[src/design/amint_pkg.sv]
// ----------------------------------------------------------------------------
// amint_pkg
// Types and constants shared by the agent motion integrator pipeline.
// ----------------------------------------------------------------------------
package amint_pkg;

    // fixed point layout
    localparam int HEAD_FRAC = 14;
    localparam int TIME_FRAC = 16;
    localparam int VEL_W     = 35;
    localparam int RAD_W     = 64;
    localparam int ROOT_W    = 32;
    localparam int LANES     = 2;

    // configuration register map
    localparam int CFG_INDEX_W = 2;
    localparam logic [CFG_INDEX_W-1:0] REG_FORCE_LIMIT = 2'd0;
    localparam logic [CFG_INDEX_W-1:0] REG_SPEED_LIMIT = 2'd1;

    localparam logic [31:0] FORCE_LIMIT_RESET = 32'd65536;
    localparam logic [31:0] SPEED_LIMIT_RESET = 32'd655360;

    // heading saturation magnitudes
    localparam logic [15:0] HEAD_POS_MAX = 16'h7fff;
    localparam logic [15:0] HEAD_NEG_MAX = 16'h8000;

    typedef struct packed {
        logic signed [31:0] pos_x;
        logic signed [31:0] pos_y;
        logic [31:0]        speed_now;
        logic signed [15:0] head_x;
        logic signed [15:0] head_y;
        logic signed [31:0] push_x;
        logic signed [31:0] push_y;
        logic [15:0]        time_step;
    } agent_t;

    typedef struct packed {
        logic signed [31:0] new_pos_x;
        logic signed [31:0] new_pos_y;
        logic [31:0]        new_speed;
        logic signed [15:0] new_head_x;
        logic signed [15:0] new_head_y;
        logic               halted;
    } result_t;

endpackage

[src/design/amint_sqrt.sv]
// ----------------------------------------------------------------------------
// amint_sqrt
// Pipelined integer square root, floor(sqrt(x)) of a 64-bit radicand,
// a fixed number of digit-recurrence steps per stage, sideband carried along.
// ----------------------------------------------------------------------------
module amint_sqrt #(
    parameter int SIDE_W = 1,
    parameter int STEPS  = 2
) (
    input  logic                          clk,
    input  logic                          rst_n,
    input  logic                          en,
    input  logic                          in_valid,
    input  logic [amint_pkg::RAD_W-1:0]   radicand,
    input  logic [SIDE_W-1:0]             in_side,
    output logic                          out_valid,
    output logic [amint_pkg::ROOT_W-1:0]  root,
    output logic [SIDE_W-1:0]             out_side
);
    import amint_pkg::*;

    localparam int STAGES = ROOT_W / STEPS;

    logic [RAD_W-1:0]  rem_reg   [STAGES];
    logic [RAD_W-1:0]  res_reg   [STAGES];
    logic [SIDE_W-1:0] side_reg  [STAGES];
    logic [STAGES-1:0] valid_reg;

    logic [RAD_W-1:0]  rem_next  [STAGES];
    logic [RAD_W-1:0]  res_next  [STAGES];

    logic [RAD_W-1:0]  rem_w     [STAGES+1];
    logic [RAD_W-1:0]  res_w     [STAGES+1];
    logic [SIDE_W-1:0] side_w    [STAGES+1];

    assign rem_w[0]  = radicand;
    assign res_w[0]  = '0;
    assign side_w[0] = in_side;

    genvar k;
    generate
        for (k = 0; k < STAGES; k++) begin : g_stage
            assign rem_w[k+1]  = rem_reg[k];
            assign res_w[k+1]  = res_reg[k];
            assign side_w[k+1] = side_reg[k];

            // a few recurrence steps, one result bit each
            always_comb
            begin
                logic [RAD_W-1:0] x;
                logic [RAD_W-1:0] r;
                logic [RAD_W-1:0] b;
                x = rem_w[k];
                r = res_w[k];
                for (int j = 0; j < STEPS; j++)
                begin
                    b = RAD_W'(1) << (2 * (ROOT_W - 1 - (k * STEPS + j)));
                    if (x >= r + b)
                    begin
                        x = x - (r + b);
                        r = (r >> 1) + b;
                    end
                    else
                    begin
                        r = r >> 1;
                    end
                end
                rem_next[k] = x;
                res_next[k] = r;
            end

            // stage payload
            always_ff @(posedge clk)
            begin
                if (en)
                begin
                    rem_reg[k]  <= rem_next[k];
                    res_reg[k]  <= res_next[k];
                    side_reg[k] <= side_w[k];
                end
            end
        end
    endgenerate

    // valid bits travel with the data
    always_ff @(posedge clk or negedge rst_n)
    begin
        if (!rst_n)
        begin
            valid_reg <= '0;
        end
        else if (en)
        begin
            valid_reg <= {valid_reg[STAGES-2:0], in_valid};
        end
    end

    assign out_valid = valid_reg[STAGES-1];
    assign root      = res_w[STAGES][ROOT_W-1:0];
    assign out_side  = side_w[STAGES];

endmodule

[config.mk]
export PLATFORM = sky130hd
export DESIGN_NAME = amint_sqrt
export DESIGN_NICKNAME = d
export VERILOG_FILES = /design/src/design/amint_pkg.sv /design/src/design/amint_sqrt.sv
export SDC_FILE = /design/constraint.sdc
export NUM_CORES = 2
export LEC_CHECK = 0
export BUFFER_PORTS_ARGS = -buffer_cell sky130_fd_sc_hd__buf_2
export CAP_MARGIN = 5
export CELL_PAD_IN_SITES_DETAIL_PLACEMENT = 1
export CELL_PAD_IN_SITES_GLOBAL_PLACEMENT = 2
export CORE_UTILIZATION = 43
export CTS_CLUSTER_DIAMETER = 40
export CTS_CLUSTER_SIZE = 40
export DETAILED_ROUTE_END_ITERATION = 12
export PLACE_DENSITY = 0.82
export SLEW_MARGIN = 20
export SYNTH_ARGS = -nofsm -noshare
export SYNTH_HDL_FRONTEND = slang
export SYNTH_SLANG_ARGS = --single-unit
export TNS_END_PERCENT = 30
[constraint.sdc]
create_clock -name clk -period 8.6 [get_ports clk]
set_input_delay 1.72 -clock clk [delete_from_list [all_inputs] [get_ports clk]]
set_output_delay 1.72 -clock clk [all_outputs]
set_load 0.02 [all_outputs]
* Word-level counts from Yosys, hierarchy flattened
Memory sizes are Yosys's and may differ from the RTL's. Cells that the tools add are included. W data, S select, Z words.
Word-level totals: flip-flop bits (word level) 16, latch bits 0, RAM bits 2064, bits in read-only memories 0, input port bits 69, logic and storage cells 196, memories 3
Operators by class: add/subtract/negate cells 94, multipliers 0, divide/modulo/power cells 0, $lt $le $gt $ge 32, equality and inequality tests 0, shift-type cells 0, multiplexer cells 66, bitwise gates (word level) 0, reductions and logical operators 0
Memory list:
- rem_reg | words 16, bits a word 64, read ports 15, clocked after memory_dff 0, wr ports 16, RTL line amint_sqrt.sv:24 | logic [RAD_W-1:0] rem_reg [STAGES];
- res_reg | words 16, bits a word 64, read ports 16, clocked after memory_dff 0, wr ports 16, RTL line amint_sqrt.sv:25 | logic [RAD_W-1:0] res_reg [STAGES];
- side_reg | words 16, bits a word 1, read ports 16, clocked after memory_dff 0, wr ports 16, RTL line amint_sqrt.sv:26 | logic [SIDE_W-1:0] side_reg [STAGES];
Operator list (count):
- $mux W64 | 63
- $ge A64 B64 Y1 | 31
- $sub A64 B64 Y64 | 31
- $add A63 B1 Y64 const B | 1
- $add A63 B11 Y64 const B | 1
- $add A63 B13 Y64 const B | 1
- $add A63 B15 Y64 const B | 1
- $add A63 B17 Y64 const B | 1
- $add A63 B19 Y64 const B | 1
- $add A63 B21 Y64 const B | 1
- $add A63 B23 Y64 const B | 1
- $add A63 B25 Y64 const B | 1
- $add A63 B27 Y64 const B | 1
- $add A63 B29 Y64 const B | 1
- $add A63 B3 Y64 const B | 1
- $add A63 B31 Y64 const B | 1
- $add A63 B33 Y64 const B | 1
- $add A63 B35 Y64 const B | 1
- $add A63 B37 Y64 const B | 1
- $add A63 B39 Y64 const B | 1
- $add A63 B41 Y64 const B | 1
- $add A63 B43 Y64 const B | 1
- $add A63 B45 Y64 const B | 1
- $add A63 B47 Y64 const B | 1
- other kinds (45) | 46

* Logic depth before layout (Yosys ltp)
An unclocked memory read counts as a cell.
depth after elaboration 7, mapped depth 32

* Worst setup path after synthesis
OpenSTA, ideal clock, no wires.
path type register to register, from memory rem_reg[13][51] (netlist: rem_reg[1][371]), to memory rem_reg[14][10] (netlist: rem_reg[1][394]) (data pin), setup time 0.260 ns, arrival time 6.006 ns, data required time 8.340 ns, slack 2.333 ns, cell stages (with the launch flop) 29, clock period less this slack 6.267 ns, path through edfxtp_1 > or4_1 > nor3_1 > nand3_1 > a31o_2 > or3_4 > inv_2 > buf_4 > clkbuf_1 > clkbuf_1 > nand2_1 > o21ai_0 > ha_1 > clkbuf_1 > a21o_1 > a21o_1 > a21o_1 > a221o_1 > a21oi_1 > o211ai_1 > a311oi_1 > nand2_1 > nor4_1 > nor2b_1 > and3_1 > inv_2 > buf_2 > nor2_1 > a21oi_1
RTL lines (RTL line):
- from (decl) | amint_sqrt.sv:24

==> results.toml <==
[worst_setup_path]
timing.rr.start = "rem_reg[1][418]"
cp.required_ns = 9.13
crit_slowest_cell = "nor4b_4"
end_kind = "register"
arrival_ns = 8.60
cp_max_fo = 15
r2r_slack_ns = 0.53
crit_buf_inv = 2
cp-start-kind = "register"
reg2reg_to = "res_reg[1][448]"
cp_common_cell = "or4_1"
worstSetupStartpoint = "rem_reg[1][418]"
crit_family = "simple AND/OR/NAND/NOR gates"
slowest_delay_ns = 0.58
crit_end = "res_reg[1][448]"
r2r_cells = 26
critical_path_class = "register to register"
cp_num_cells = 26

[sta]
skew_ns = 0.0917
slew_violations = 0
fin_crit_sh = 0.938
whs_ns = 0.414
fmax_mhz = 124
setup_tns_ns = 0
slew_headroom = 0.270
finalSetupViolations = 0
tightest_slew_ns = 1.09
fin_ws_ns = 0.532
hold_viol_final = 0
rsz0062_at_grt = "no"
period_minus_slack_ns = 8.07

[place]
numPortBuffers = 102
pre_cts_ws_ns = 0.226
place_hpwl_um = 213000
post_dp_cell_area_sq_um = 88100
gp_congestion = 0.921

[global_routing]
grt_pass1_vias = 69900
grt_max_degree = 169
grt_pass1_wl_um = 416000
grt_remaining_overflow = 0
grt_util_all_layers = 0.268
antenna_found_initial = 6

[logic_synthesis]
yosysSeqAreaShare = 0.447
yosys-top-cells-area = "edfxtp_1, ha_1, xnor2_1"
async_reset_ff_frac = 0.0127
syn_inst = 8566
ys_ff_latch = 1264
synth-main-ff-cell = "edfxtp_1"
syn-num-nets = 9208
syn_avg_cell_area_sq_um = 9.89
mappedNetlistArea_sq_um = 84700
yosysTopAreaCellShare = 0.442
yosysTopAreaCell = "edfxtp_1"
yosysUniqueCellTypes = 115
ys_warn_count = 0
synth_edf_count = 1248

[floorplanning]
fp.dieH_um = 446
dieWidth_um = 446
start_util = 0.434
io_pins = 103
dieArea_sq_um = 199000
core-area_sq_um = 195000
fp-row-count = 162

[layout]
drive_gt1_frac = 0.0863
largest_reg_flops = 960
final_cell_area_sq_um = 95500
area_delta_synth_final_pct = 12.7
fillers = 21800
final_cell_mix = "edfxtp_1, nand2_1, nor2_1"
nets = 9336
post-route-util = 0.489
final_common_cell = "edfxtp_1"

[status]
status = "complete, no violations"

[hold_path]
hold_path.class = "register to register"

[detailed_routing]
via_count = 67600
remaining_drc_errors = 0
dr.pass1.iters = 5
avgRoutedWirePerCell_um = 23.6
via_per_inst = 5.88
first_iter_violations = 4576
postRouteAntennaNets = 0
routed_wl_um = 271000

[clock_network]
cts.sinks = 1264
cts_tree = "yes"
clk-insertion-delay-late_ns = 0.89
holdBufCountCts = 0
htreeDepth = 4
cts_buffer_depth = 3
root_buffer = "clkbuf_16"
cts_made_buffers = 207
cts.clk_slew.worst_paths_ns = 0.07

[flow_run]
maxCapViolCount = 0

[power_and_ir_drop]
power_per_cell_area_nw_per_um2 = 329
peakVddDrop_mv = 0.219
leakagePower_nw = 37.1
-- where the power goes --
part	switching, mW	internal, mW
combinational	8.17	5.29
sequential	1.04	8.37
clock	3.44	5.13
total	12.6	18.8
-- metal layers --
| layer | wire length (um) | track usage |
|---|---|---|
| met1 | 120000 | 0.348 |
| met2 | 135000 | 0.471 |
| met3 | 9540 | 0.0301 |
| met4 | 6680 | 0.0712 |
| met5 | 0 | 0 |
-- worst reg2reg max path, cell delays in order, from the launching register on --
cell	delay [ns]
edfxtp_1	0.49
or3_1	0.47
or2_2	0.34
nor3_1	0.42
nor4b_4	0.58
nand2b_1	0.20
nor4_4	0.53
nor4bb_1	0.18
nand3_1	0.31
or2_2	0.20
clkinv_1	0.40
buf_4	0.38
nand2_1	0.09
o21ai_0	0.08
ha_1	0.30
nand4_1	0.10
nor2_1	0.05
nand2_1	0.09
or3_1	0.24
or4_1	0.28
o21ai_0	0.15
a21oi_1	0.20
o221ai_1	0.23
or4_1	0.44
a2111oi_0	0.39
nand4_1	0.14
or4_1	0.52
-- synthesized netlist by cell type, drive strengths merged (18+ instances only) --
master,number
or3,85
o211ai,45
and4,41
mux2i,23
xor2,315
nor4,239
mux2,75
nand3b,25
nand2,734
o31a,25
or2,61
nand2b,89
o21ai,415
inv,476
and3,83
o41ai,22
nand3,205
a211o,18
buf,80
xnor2,511
a31oi,72
nor2,726
nor3,232
nor3b,30
a21boi,30
or4,63
ha,573
and2,61
a2111oi,32
a21o,267
a21oi,672
nor4b,30
nand4,177
edfxtp,1248
nor2b,71
clkbuf,170
o31ai,60
a311oi,23
o21bai,75
a31o,25
o21a,98
a211oi,51
-- cells by family after synthesis --
| group | count (synthesis) | share of synthesized area |
|---|---|---|
| flops | 1264 | 0.447 |
| simple gates | 3007 | 0.180 |
| compound gates | 2069 | 0.156 |
| buf+inv | 729 | 0.0336 |
| mux | 98 | 0.0130 |
| fa+ha+maj | 573 | 0.0846 |
| xor+xnor | 826 | 0.0854 |
-- layout make-up --
cell class | instances | area [sq um] | share of cell area
Timing Repair Buffer | 169 | 1130 | 0.0118
Clock buffer | 220 | 5270 | 0.0552
Tap cell | 2624 | 3280 | 0.0344
Clock inverter | 171 | 2070 | 0.0216
Sequential cell | 1264 | 37900 | 0.397
Multi-Input combinational cell | 6573 | 44100 | 0.461
Antenna cell | 2 | 5.00 | 0.0000524
Inverter | 479 | 1800 | 0.0188
-- timing repair --
item | CTS | global route
buffers inserted | 0 | 0
setup endpoints to repair | 0 | 1
endpoints found under the hold margin | 0 | 0
resized for setup | 0 | 3
-- metrics by stage --
stage                     power [mW]  std cells
after detailed placement        22.8      11100
after global placement          22.5      11100
after CTS                       31.5      11500
after global routing            33.3      11500
after floorplan                 18.9       8566
final                           31.4      11500
-- how the worst min path moves through the flow --
stage,from,to,slack (ns),depth (start not counted)
after global routing,side_reg[0][3],side_reg[0][4],0.42,0
after floorplan,side_reg[0][0],side_reg[0][1],0.40,0
after detailed placement,side_reg[0][0],side_reg[0][1],0.41,0
after CTS,rem_reg[1][140],rem_reg[1][204],0.42,0
after global placement,side_reg[0][0],side_reg[0][1],0.40,0
final,rem_reg[1][140],rem_reg[1][204],0.41,0
Power figures use the tool's default switching activity.
